`config.mk`:
```
export PLATFORM = sky130hd
export DESIGN_NAME = bounded_doubly_linked_list_unit
export DESIGN_NICKNAME = d
export VERILOG_FILES = /design/src/bdll_pkg.sv /design/src/bdll_store.sv /design/src/bounded_doubly_linked_list_unit.sv
export VERILOG_INCLUDE_DIRS = /design/src /design/src/src
export SDC_FILE = /design/constraint.sdc
export NUM_CORES = 2
export LEC_CHECK = 0
export ABC_AREA = 1
export BUFFER_PORTS_ARGS = -buffer_cell sky130_fd_sc_hd__clkbuf_2
export CELL_PAD_IN_SITES_DETAIL_PLACEMENT = 1
export CELL_PAD_IN_SITES_GLOBAL_PLACEMENT = 2
export CORE_MARGIN = 2
export CORE_UTILIZATION = 40
export CTS_CLUSTER_SIZE = 16
export DETAILED_ROUTE_END_ITERATION = 7
export GPL_TIMING_DRIVEN = 0
export PLACE_DENSITY_LB_ADDON = 0.1
export SLEW_MARGIN = 20
export SYNTH_ARGS = -nofsm -noshare
export SYNTH_HDL_FRONTEND = slang
export SYNTH_HIERARCHICAL = 1
export SYNTH_SLANG_ARGS = --single-unit
```
`constraint.sdc`:
```
create_clock -name clk -period 7.8 [get_ports clk]
set_clock_uncertainty 0.1 [all_clocks]
set_input_delay 0 -clock clk [delete_from_list [all_inputs] [get_ports clk]]
set_output_delay 0 -clock clk [all_outputs]
set_load 0.05 [all_outputs]
```
`src/bounded_doubly_linked_list_unit_assert.svh`:
```
// ----------------------------------------------------------------------------
// bounded_doubly_linked_list_unit_assert
// Assertion macros used by the list unit.
// ----------------------------------------------------------------------------
`ifndef BOUNDED_DOUBLY_LINKED_LIST_UNIT_ASSERT_SVH
`define BOUNDED_DOUBLY_LINKED_LIST_UNIT_ASSERT_SVH
// Implication checked at every rising clock edge, disabled while reset is asserted.
`define BDL_ASSERT_IMP(label, ante, cons, msg) \
    label: assert property (@(posedge clk) disable iff (!rst_n) (ante) |-> (cons)) \
        else $error(msg);
// Next-cycle implication.
`define BDL_ASSERT_NEXT(label, ante, cons, msg) \
    label: assert property (@(posedge clk) disable iff (!rst_n) (ante) |=> (cons)) \
        else $error(msg);
`endif

```
`src/bdll_pkg.sv`:
```
// ----------------------------------------------------------------------------
// bdll_pkg
// Shared constants, opcodes and status codes of the linked list unit.
// ----------------------------------------------------------------------------
package bdll_pkg;
    localparam int Capacity = 64;
    localparam int IdxW = $clog2(Capacity);
    localparam int CntW = $clog2(Capacity + 1);
    localparam int ValW = 32;

    localparam logic [2:0] OP_PUSH_FRONT = 3'd0;
    localparam logic [2:0] OP_PUSH_BACK  = 3'd1;
    localparam logic [2:0] OP_POP_FRONT  = 3'd2;
    localparam logic [2:0] OP_POP_BACK   = 3'd3;
    localparam logic [2:0] OP_REMOVE     = 3'd4;
    localparam logic [2:0] OP_CLEAR      = 3'd5;
    localparam logic [2:0] OP_GET        = 3'd6;
    localparam logic [2:0] OP_SIZE       = 3'd7;

    localparam logic [2:0] ST_OK        = 3'd0;
    localparam logic [2:0] ST_EMPTY     = 3'd1;
    localparam logic [2:0] ST_NOT_FOUND = 3'd2;
    localparam logic [2:0] ST_FULL      = 3'd3;
    localparam logic [2:0] ST_RANGE     = 3'd4;

    // One access to the node store.
    typedef struct packed {
        logic            rd_en;
        logic [IdxW-1:0] rd_addr;
        logic            val_we;
        logic [IdxW-1:0] val_addr;
        logic [ValW-1:0] val_data;
        logic            nxt_we;
        logic [IdxW-1:0] nxt_addr;
        logic [IdxW-1:0] nxt_data;
        logic            prv_we;
        logic [IdxW-1:0] prv_addr;
        logic [IdxW-1:0] prv_data;
    } store_req_t;

    typedef struct packed {
        logic [ValW-1:0] value;
        logic [IdxW-1:0] nxt;
        logic [IdxW-1:0] prv;
    } store_rsp_t;
endpackage

```
`src/bdll_store.sv`:
```
// ----------------------------------------------------------------------------
// bdll_store
// Node store: value, forward link and backward link memories sharing a
// read address, each with its own write port. Read data is registered.
// ----------------------------------------------------------------------------
module bdll_store
    import bdll_pkg::*;
(
    input  logic       clk,
    input  store_req_t req,
    output store_rsp_t rsp
);
    logic [ValW-1:0] val_mem [Capacity];
    logic [IdxW-1:0] nxt_mem [Capacity];
    logic [IdxW-1:0] prv_mem [Capacity];

    always_ff @(posedge clk)
    begin
        if (req.val_we)
        begin
            val_mem[req.val_addr] <= req.val_data;
        end
        if (req.nxt_we)
        begin
            nxt_mem[req.nxt_addr] <= req.nxt_data;
        end
        if (req.prv_we)
        begin
            prv_mem[req.prv_addr] <= req.prv_data;
        end
        if (req.rd_en)
        begin
            rsp.value <= val_mem[req.rd_addr];
            rsp.nxt   <= nxt_mem[req.rd_addr];
            rsp.prv   <= prv_mem[req.rd_addr];
        end
    end
endmodule

```
`src/bounded_doubly_linked_list_unit.sv`:
```
// ----------------------------------------------------------------------------
// bounded_doubly_linked_list_unit
// Bounded doubly linked list of signed 32-bit values with a free list.
// ----------------------------------------------------------------------------
// Usage: one command beat enters on s_axis (opcode, operand_value, position)
// and exactly one result beat leaves on m_axis (read_value, status,
// element_count). Commands are processed one at a time.
// Steps from command accept to result valid:
//   size and failed ops go straight to the result; push reads the free
//   head, then links the new node; pop reads the end node, then unlinks it;
//   get and remove walk from the front (an absent value walks the whole
//   list); every node visit is one read of the node store and a wait for
//   the registered read data. clear: one free link rewritten per cycle.
// After reset the free list is rechained by the same sweep, during
// which s_axis_tready stays low.
// The result sits in an output register; a new command is taken while it
// waits, and the next result is held back until the receiver takes it.
// ----------------------------------------------------------------------------
module bounded_doubly_linked_list_unit
    import bdll_pkg::*;
(
    input  logic        clk,
    input  logic        rst_n,
    input  logic        s_axis_tvalid,
    output logic        s_axis_tready,
    // [2:0] opcode, [34:3] operand_value, [40:35] position, [47:41] zero
    input  logic [47:0] s_axis_tdata,
    output logic        m_axis_tvalid,
    input  logic        m_axis_tready,
    // [31:0] read_value, [34:32] status, [41:35] element_count, [47:42] zero
    output logic [47:0] m_axis_tdata
);
    `include "bounded_doubly_linked_list_unit_assert.svh"

    localparam logic [3:0] S_SWEEP = 4'd0;
    localparam logic [3:0] S_IDLE  = 4'd1;
    localparam logic [3:0] S_TAKE  = 4'd2;  // read free head node
    localparam logic [3:0] S_PUSH  = 4'd3;  // link new node
    localparam logic [3:0] S_POPW  = 4'd4;  // wait for end node read
    localparam logic [3:0] S_POP   = 4'd5;
    localparam logic [3:0] S_WALK  = 4'd6;  // read issued, wait
    localparam logic [3:0] S_VISIT = 4'd7;  // data available
    localparam logic [3:0] S_DONE  = 4'd8;  // result ready to emit

    logic [3:0]      state_reg, state_next;
    logic [IdxW-1:0] sweep_reg, sweep_next;
    logic [IdxW-1:0] front_reg, front_next;
    logic [IdxW-1:0] back_reg, back_next;
    logic [IdxW-1:0] free_reg, free_next;
    logic [CntW-1:0] count_reg, count_next;
    logic [2:0]      op_reg, op_next;
    logic [ValW-1:0] arg_reg, arg_next;
    logic [IdxW-1:0] pos_reg, pos_next;
    logic [IdxW-1:0] cur_reg, cur_next;
    logic [CntW-1:0] k_reg, k_next;
    logic [ValW-1:0] rv_reg, rv_next;
    logic [2:0]      st_reg, st_next;
    logic            ov_reg, ov_next;
    logic [47:0]     od_reg, od_next;

    store_req_t req;
    store_rsp_t rsp;

    bdll_store u_store (.clk(clk), .req(req), .rsp(rsp));

    logic            in_fire;
    logic [2:0]      in_op;
    logic [ValW-1:0] in_val;
    logic [IdxW-1:0] in_pos;
    logic            last_node;

    assign in_op  = s_axis_tdata[2:0];
    assign in_val = s_axis_tdata[34:3];
    assign in_pos = s_axis_tdata[35 +: IdxW];
    assign s_axis_tready = (state_reg == S_IDLE);
    assign in_fire = s_axis_tvalid && s_axis_tready;
    assign last_node = (sweep_reg == IdxW'(Capacity - 1));

    assign m_axis_tvalid = ov_reg;
    assign m_axis_tdata  = od_reg;

    always_comb
    begin
        state_next = state_reg;
        sweep_next = sweep_reg;
        front_next = front_reg;
        back_next  = back_reg;
        free_next  = free_reg;
        count_next = count_reg;
        op_next    = op_reg;
        arg_next   = arg_reg;
        pos_next   = pos_reg;
        cur_next   = cur_reg;
        k_next     = k_reg;
        rv_next    = rv_reg;
        st_next    = st_reg;
        ov_next    = ov_reg;
        od_next    = od_reg;
        req        = '0;

        if (ov_reg && m_axis_tready)
        begin
            ov_next = 1'b0;
        end

        case (state_reg)
            S_SWEEP:
            begin
                req.nxt_we   = 1'b1;
                req.nxt_addr = sweep_reg;
                req.nxt_data = last_node ? '0 : sweep_reg + 1'b1;
                sweep_next   = sweep_reg + 1'b1;
                if (last_node)
                begin
                    state_next = (op_reg == OP_CLEAR) ? S_DONE : S_IDLE;
                end
            end
            S_IDLE:
            begin
                if (in_fire)
                begin
                    op_next  = in_op;
                    arg_next = in_val;
                    pos_next = in_pos;
                    rv_next  = '0;
                    st_next  = ST_OK;
                    k_next   = '0;
                    cur_next = front_reg;
                    state_next = S_DONE;
                    case (in_op)
                        OP_PUSH_FRONT, OP_PUSH_BACK:
                        begin
                            if (count_reg >= CntW'(Capacity))
                            begin
                                st_next = ST_FULL;
                            end
                            else
                            begin
                                req.rd_en   = 1'b1;
                                req.rd_addr = free_reg;
                                state_next  = S_TAKE;
                            end
                        end
                        OP_POP_FRONT, OP_POP_BACK:
                        begin
                            if (count_reg == '0)
                            begin
                                st_next = ST_EMPTY;
                            end
                            else
                            begin
                                req.rd_en   = 1'b1;
                                req.rd_addr = (in_op == OP_POP_FRONT) ? front_reg : back_reg;
                                state_next  = S_POPW;
                            end
                        end
                        OP_REMOVE:
                        begin
                            if (count_reg == '0)
                            begin
                                st_next = ST_NOT_FOUND;
                            end
                            else
                            begin
                                req.rd_en   = 1'b1;
                                req.rd_addr = front_reg;
                                state_next  = S_WALK;
                            end
                        end
                        OP_GET:
                        begin
                            if (CntW'(in_pos) >= count_reg)
                            begin
                                st_next = ST_RANGE;
                            end
                            else
                            begin
                                req.rd_en   = 1'b1;
                                req.rd_addr = front_reg;
                                state_next  = S_WALK;
                            end
                        end
                        OP_CLEAR:
                        begin
                            sweep_next = '0;
                            front_next = '0;
                            back_next  = '0;
                            free_next  = '0;
                            count_next = '0;
                            state_next = S_SWEEP;
                        end
                        default:
                        begin
                        end
                    endcase
                end
            end
            S_TAKE:
            begin
                // New node is free_reg; its forward link is the next free node.
                free_next    = rsp.nxt;
                req.val_we   = 1'b1;
                req.val_addr = free_reg;
                req.val_data = arg_reg;
                cur_next     = free_reg;
                state_next   = S_PUSH;
            end
            S_PUSH:
            begin
                if (count_reg == '0)
                begin
                    front_next = cur_reg;
                    back_next  = cur_reg;
                end
                else if (op_reg == OP_PUSH_FRONT)
                begin
                    req.nxt_we   = 1'b1;
                    req.nxt_addr = cur_reg;
                    req.nxt_data = front_reg;
                    req.prv_we   = 1'b1;
                    req.prv_addr = front_reg;
                    req.prv_data = cur_reg;
                    front_next   = cur_reg;
                end
                else
                begin
                    req.prv_we   = 1'b1;
                    req.prv_addr = cur_reg;
                    req.prv_data = back_reg;
                    req.nxt_we   = 1'b1;
                    req.nxt_addr = back_reg;
                    req.nxt_data = cur_reg;
                    back_next    = cur_reg;
                end
                count_next = count_reg + 1'b1;
                state_next = S_DONE;
            end
            S_POPW:
            begin
                state_next = S_POP;
                // Read data is already valid here and stays held for the pop.
                cur_next = (op_reg == OP_POP_FRONT) ? front_reg : back_reg;
            end
            S_POP:
            begin
                if (op_reg == OP_POP_FRONT)
                begin
                    front_next = rsp.nxt;
                end
                else
                begin
                    back_next = rsp.prv;
                end
                req.nxt_we   = 1'b1;
                req.nxt_addr = cur_reg;
                req.nxt_data = free_reg;
                free_next    = cur_reg;
                count_next   = count_reg - 1'b1;
                state_next   = S_DONE;
            end
            S_WALK:
            begin
                state_next = S_VISIT;
            end
            S_VISIT:
            begin
                if (op_reg == OP_GET)
                begin
                    if (k_reg == CntW'(pos_reg))
                    begin
                        rv_next    = rsp.value;
                        state_next = S_DONE;
                    end
                    else
                    begin
                        req.rd_en   = 1'b1;
                        req.rd_addr = rsp.nxt;
                        cur_next    = rsp.nxt;
                        k_next      = k_reg + 1'b1;
                        state_next  = S_WALK;
                    end
                end
                else if (rsp.value == arg_reg)
                begin
                    if (count_reg == CntW'(1))
                    begin
                        front_next = '0;
                        back_next  = '0;
                    end
                    else if (k_reg == '0)
                    begin
                        front_next = rsp.nxt;
                    end
                    else if (k_reg == count_reg - 1'b1)
                    begin
                        back_next = rsp.prv;
                    end
                    else
                    begin
                        req.nxt_we   = 1'b1;
                        req.nxt_addr = rsp.prv;
                        req.nxt_data = rsp.nxt;
                        req.prv_we   = 1'b1;
                        req.prv_addr = rsp.nxt;
                        req.prv_data = rsp.prv;
                    end
                    // Freed node goes to the head of the free list; its
                    // forward link is written next cycle from the old free
                    // head, which is kept in pos_reg meanwhile.
                    pos_next   = free_reg;
                    free_next  = cur_reg;
                    count_next = count_reg - 1'b1;
                    state_next = S_POP;
                    op_next    = OP_REMOVE;
                end
                else if (k_reg == count_reg - 1'b1)
                begin
                    st_next    = ST_NOT_FOUND;
                    state_next = S_DONE;
                end
                else
                begin
                    req.rd_en   = 1'b1;
                    req.rd_addr = rsp.nxt;
                    cur_next    = rsp.nxt;
                    k_next      = k_reg + 1'b1;
                    state_next  = S_WALK;
                end
            end
            S_DONE:
            begin
                if (!ov_reg || m_axis_tready)
                begin
                    ov_next = 1'b1;
                    od_next = {6'd0, 7'(count_reg), st_reg, rv_reg};
                    state_next = S_IDLE;
                end
            end
            default:
            begin
                state_next = S_IDLE;
            end
        endcase

        // Remove finishes through the pop state only to free the node.
        if (state_reg == S_POP && op_reg == OP_REMOVE)
        begin
            front_next = front_reg;
            back_next  = back_reg;
            count_next = count_reg;
            free_next  = free_reg;
            req.nxt_data = pos_reg;
        end
    end

    always_ff @(posedge clk or negedge rst_n)
    begin
        if (!rst_n)
        begin
            state_reg <= S_SWEEP;
            sweep_reg <= '0;
            front_reg <= '0;
            back_reg  <= '0;
            free_reg  <= '0;
            count_reg <= '0;
            op_reg    <= OP_SIZE;
            ov_reg    <= 1'b0;
        end
        else
        begin
            state_reg <= state_next;
            sweep_reg <= sweep_next;
            front_reg <= front_next;
            back_reg  <= back_next;
            free_reg  <= free_next;
            count_reg <= count_next;
            op_reg    <= op_next;
            ov_reg    <= ov_next;
        end
    end

    always_ff @(posedge clk)
    begin
        arg_reg <= arg_next;
        pos_reg <= pos_next;
        cur_reg <= cur_next;
        k_reg   <= k_next;
        rv_reg  <= rv_next;
        st_reg  <= st_next;
        od_reg  <= od_next;
    end

    `BDL_ASSERT_IMP(a_count_bound, 1'b1, count_reg <= CntW'(Capacity),
        "element count above capacity")
    `BDL_ASSERT_IMP(a_hold_out, ov_reg && !m_axis_tready, ov_next && od_next == od_reg,
        "result changed while stalled")
    `BDL_ASSERT_NEXT(a_push_grows, state_reg == S_PUSH, count_reg == $past(count_reg) + 1'b1,
        "push did not grow the count")
    `BDL_ASSERT_IMP(a_busy_no_ready, state_reg != S_IDLE, !s_axis_tready,
        "command taken while busy")
endmodule

```
* Word-level counts from Yosys, hierarchy flattened *
Memories as Yosys holds them, arrays and structs flattened. A register that Yosys moved wholly into a read port is not among the register bits.
Cells that the tools add are included.

storage, ports and cells
  flip-flop bits (word level) = 167
  RAM bits = 2816
  input bits = 52
  output and inout port bits = 50
  word-level logic and storage cells = 209
  memories = 3

cells by class
  $add $sub $neg = 4
  order comparisons = 2
  equality and inequality tests = 43
  multiplexer cells = 110
  bitwise operators = 1
  reductions and logical operators = 31

memory list
  memory           depth  bits a word  rd ports  clocked after Yosys merged registers in  wr ports  RTL line          text
  u_store.val_mem  64     32           1         1                                        1         bdll_store.sv:13  logic [ValW-1:0] val_mem [Capacity];
  u_store.nxt_mem  64     6            1         1                                        1         bdll_store.sv:14  logic [IdxW-1:0] nxt_mem [Capacity];
  u_store.prv_mem  64     6            1         1                                        1         bdll_store.sv:15  logic [IdxW-1:0] prv_mem [Capacity];

operators by type and width
  cell                   count
  $mux W6                31
  $mux W26               6
  $mux W7                18
  $mux W32               3
  $pmux W6 S4            4
  $pmux W32 S2           1
  $pmux W7 S4            2
  $pmux W13 S4           1
  $mux W4                12
  $mux W39               1
  $eq A32 B32 Y1         1
  $pmux W4 S8            1
  $pmux W7 S2            2
  $pmux W13 S2           1
  $mux W25               1
  $mux W3                8
  $ne A3 B3 Y1 const B   8
  $pmux W6 S2            2
  $ne A2 B2 Y1 const B   10
  $pmux W4 S5            1
  $eq A3 B3 Y1 const B   6
  $eq A4 B3 Y1 const B   4
  $reduce_and A5 Y1      3
  $add A7 B1 Y7 const B  2
  other kinds (34)       62

* Longest topological paths before layout *
  depth in word-level cells = 10
  mapped depth = 27
  mapped depth without buffers = 23

* Cells and area by module *
The synthesis kept the hierarchy.

modules (own cells, without submodules)
  module                           times used  cells each  area each (sq um)  seq. area each (sq um)
  bdll_store                       1           9472        115653.4           85882.4
  bounded_doubly_linked_list_unit  1           1036        9046.2             4823.4

* Least setup slack after synthesis *
OpenSTA, ideal clock, no wires.

  kind = reg2reg
  from = register state_reg[3]
  to = register u_store/rsp[0] (netlist name)
  arrival = 5628 ps
  data required time = 7194 ps
  slack = 1565 ps
  cell stages (with the launch flop) = 8
  buffers on the path = 0
  period minus slack after synthesis = 6235 ps
  path through = dfrtp_1 nor2_1 nand2_1 nor2_4 inv_1 nor2_2 inv_1 o21ai_0

RTL lines
  element                   RTL line                                text
  start: declaration        bounded_doubly_linked_list_unit.sv:45   logic [3:0] state_reg, state_next;
  start signal: assignment  bounded_doubly_linked_list_unit.sv:371  state_reg <= state_next;

==> impl_metrics.yaml <==
clock_tree:
  clock_latency_ns: 1.01
  clock_sinks: 3027
  htreeDepth: 5
  hold_buffers: 96
  cts_buffers: 339
  post_cts_resized: 0
  clockBufferDepth: 4
  cts_root_buf: "clkbuf_16"
  path_clk_slew_ns: 0.06
  postCtsSetupRepairBufs: 0
  cts_tree: "yes"
floorplanning:
  die_y_um: 562
  core-area_mm2: 0.311
  start_util_pct: 40.1
  io_pins: 102
  placementRows: 205
  die_area_mm2: 0.316
  die_w_um: 562
route:
  drc: 0
  wire_per_inst_um: 39.7
  routed_via_density: 6.18
  num_vias: 97329
  drt-total-wl_mm: 625
  drtPass1Iterations: 8
  ant_nets: 0
  drt_iter0_drc: 14352
placed_design:
  placed_cells: 15016
  hpwl_mm: 453
  placed_cell_area_mm2: 0.137
  port_buffers: 88
  gp_congestion: 0.963
synthesis:
  syn_avg_cell_area_um2: 11.9
  yosysMostFrequentCell: "nand2_1"
  synth_edf_count: 2988
  synthTopCellsByCount: "nand2_1, edfxtp_1, nand3_1"
  yosysTopAreaCellShare_pct: 72.0
  yosys_warnings: 6
  ys_types: 49
  synthFlopType: "edfxtp_1"
  netlist_instances: 10508
  synth.ff_latch_count: 3027
  syn_area_mm2: 0.125
  ys_async_sr_fraction_pct: 1.29
  yosys.area.top_type: "edfxtp_1"
  synth_area_leaders: "edfxtp_1, nand3_1, nand2_1"
  ys_seq_area_share_pct: 72.7
sta:
  max_freq_mhz: 138
  tightest_slew_ns: 1.32
  period_minus_slack_ns: 7.25
  fin_crit_sh_pct: 92.9
  setup_viol: 0
  relSlewSlack_pct: 11.6
  rsz0062_at_grt: "no"
  slew_viol_final: 0
  timing_hold_violations_final: 0
global_routing:
  grt_max_degree: 65
  grt_usage_pct: 38.9
  grt-ovfl-total: 0
  antenna_found_initial: 67
  grt_first_pass_wirelength_mm: 825
  grt_pass1_vias: 93225
critical_path:
  critPathCaptureType: "flop"
  reg2reg_depth: 26
  cp_max_fo: 10
  start_kind: "flop"
  cp.required_ns: 8.33
  worstPathArrival_ns: 7.78
  path_class: "flop to flop"
power_and_ir_drop:
  leakage_nw: 55.8
  p_total_mw: 38.0
  worst_ir_drop_vdd_mv: 0.208
  power_density_mw_per_mm2: 255
finish:
  design_area_mm2: 0.149
  largest_register: "u_store/val_mem"
  stdcell_count: 15752
  finalNetCount: 11378
  area_delta_synth_final_pct: 19.5
  reg.largest.list: "u_store/val_mem (2048), u_store/nxt_mem (384), u_store/prv_mem (384)"
  largest_reg_flops: 2048
  drive_above_1_share_pct: 13.5
worst_hold_path:
  holdPathStages: 6
  hold_path_class: "input pin to flop"
run_status:
  outcome: "completed"
flow_run:
  maxCapViolations: 0
==> placed cells by master (no fill, tap or decap), types with 7 or more instances in the layout <==
cell type / Yosys / final
buf_8: 3 / 7
o221ai_1: 7 / 7
nor2_4: 6 / 102
buf_16: 0 / 116
o22ai_1: 16 / 16
buf_4: 39 / 53
buf_6: 145 / 147
clkinv_2: 0 / 47
ha_1: 12 / 12
dlygate4sd3_1: 0 / 95
nor2_1: 323 / 184
clkbuf_2: 0 / 117
xor2_1: 10 / 10
inv_1: 171 / 171
xnor2_1: 20 / 20
clkbuf_1: 107 / 159
a21oi_1: 35 / 34
clkinv_1: 3 / 77
dfrtp_1: 36 / 36
nor3_1: 19 / 17
nor2_2: 5 / 48
buf_1: 39 / 23
diode_2: 0 / 36
clkbuf_16: 0 / 341
clkinvlp_4: 0 / 11
inv_2: 11 / 11
nand2_4: 0 / 11
nand4_1: 46 / 46
buf_12: 1 / 142
clkinv_8: 0 / 11
edfxtp_1: 2988 / 2988
nand2_2: 6 / 7
buf_2: 314 / 330
nand3_1: 2680 / 2680
o21ai_0: 54 / 51
nand2_1: 3358 / 3346
a22oi_1: 16 / 16
bufinv_16: 0 / 17
==> logic make-up (layout without fill, tap and decap cells) <==
kind of cell / Yosys count / count (layout) / synth area share (%)
fa+ha+maj: 12 / 12 / 0.120
buf+inv: 835 / 1898 / 3.87
other cells: 1 / 42 / 0.00301
flops: 3027 / 3027 / 72.7
compound gates: 147 / 147 / 0.706
simple gates: 6456 / 6456 / 22.4
xor+xnor: 30 / 30 / 0.211
==> area by class of cell <==
| type | instances | area (um^2) |
|---|---|---|
| antenna | 36 | 90.1 |
| buffer | 648 | 4170 |
| clock buffer | 425 | 8860 |
| clock inverter | 178 | 1600 |
| fill | 32241 | 162000 |
| inverter | 187 | 709 |
| multi-input combinational | 6651 | 30100 |
| sequential | 3027 | 90700 |
| tap | 4140 | 5180 |
| timing repair buffer | 460 | 7600 |
==> where the power goes <==
group / internal [mW] / switching, mW
sequential: 18.6 / 0.120
clock: 8.65 / 6.93
combinational: 0.752 / 3.00
total: 28.0 / 10.1
==> path summary, 6_finish.rpt <==
path | from | endpoint | slack [ns]
worst max-delay path | count_reg[0] | u_store/rsp[14] | 0.55
worst min register to register | rv_reg[2] | m_axis_tdata[2] | 0.30
worst max register to register | count_reg[0] | u_store/rsp[14] | 0.55
worst min-delay path | s_axis_tdata[2] | st_reg[2] | 0.04
max in group asynchronous | rst_n | op_reg[1] | 6.74
min in group asynchronous | rst_n | count_reg[6] | 0.58
==> metal layers <==
layer	wire, um	share of wire [%]	global-route usage (%)	up-vias
met5	241	0.039	0	-
met4	46300	7.4	24.2	26
met3	73100	12	10.8	1560
met2	269000	43	57.5	6466
met1	236000	38	50.6	50357
li1	-	-	-	38920
==> through the flow <==
| step | hold WS, ns | utilization (%) | worst slack [ns] | setup TNS [ns] |
|---|---|---|---|---|
| finish | 0.0364 | 47.9 | 0.551 | 0 |
| global route | 0.107 | 47.9 | 0.750 | 0 |
| CTS | 0.00235 | 47.9 | 1.08 | 0 |
| detailed placement | -0.0136 | 44.2 | 1.08 | 0 |
| global placement | 0.0807 | 41.9 | -2.27 | -1260.30 |
| floorplan | -0.396 | - | 1.57 | 0 |
==> critical path, stage by stage, from the launching register on <==
cell	delay (ns)
dfrtp_1	0.57
clkinv_1	0.32
ha_1	0.36
inv_1	0.10
nand2_1	0.08
nand3_1	0.07
nand2_1	0.06
nor2_1	0.08
nand3_1	0.08
nor2_2	0.20
nand3_1	0.10
nand2_1	0.08
inv_1	0.18
nand3_1	0.15
o21ai_2	0.08
buf_8	0.17
inv_1	0.08
buf_2	0.62
buf_2	0.89
buf_2	0.71
nand3_1	0.51
nand3_1	0.22
nand3_1	0.16
nand3_1	0.18
nand2_1	0.23
nand2_1	0.17
nand2_1	0.25
Power figures use the tool's default switching activity.
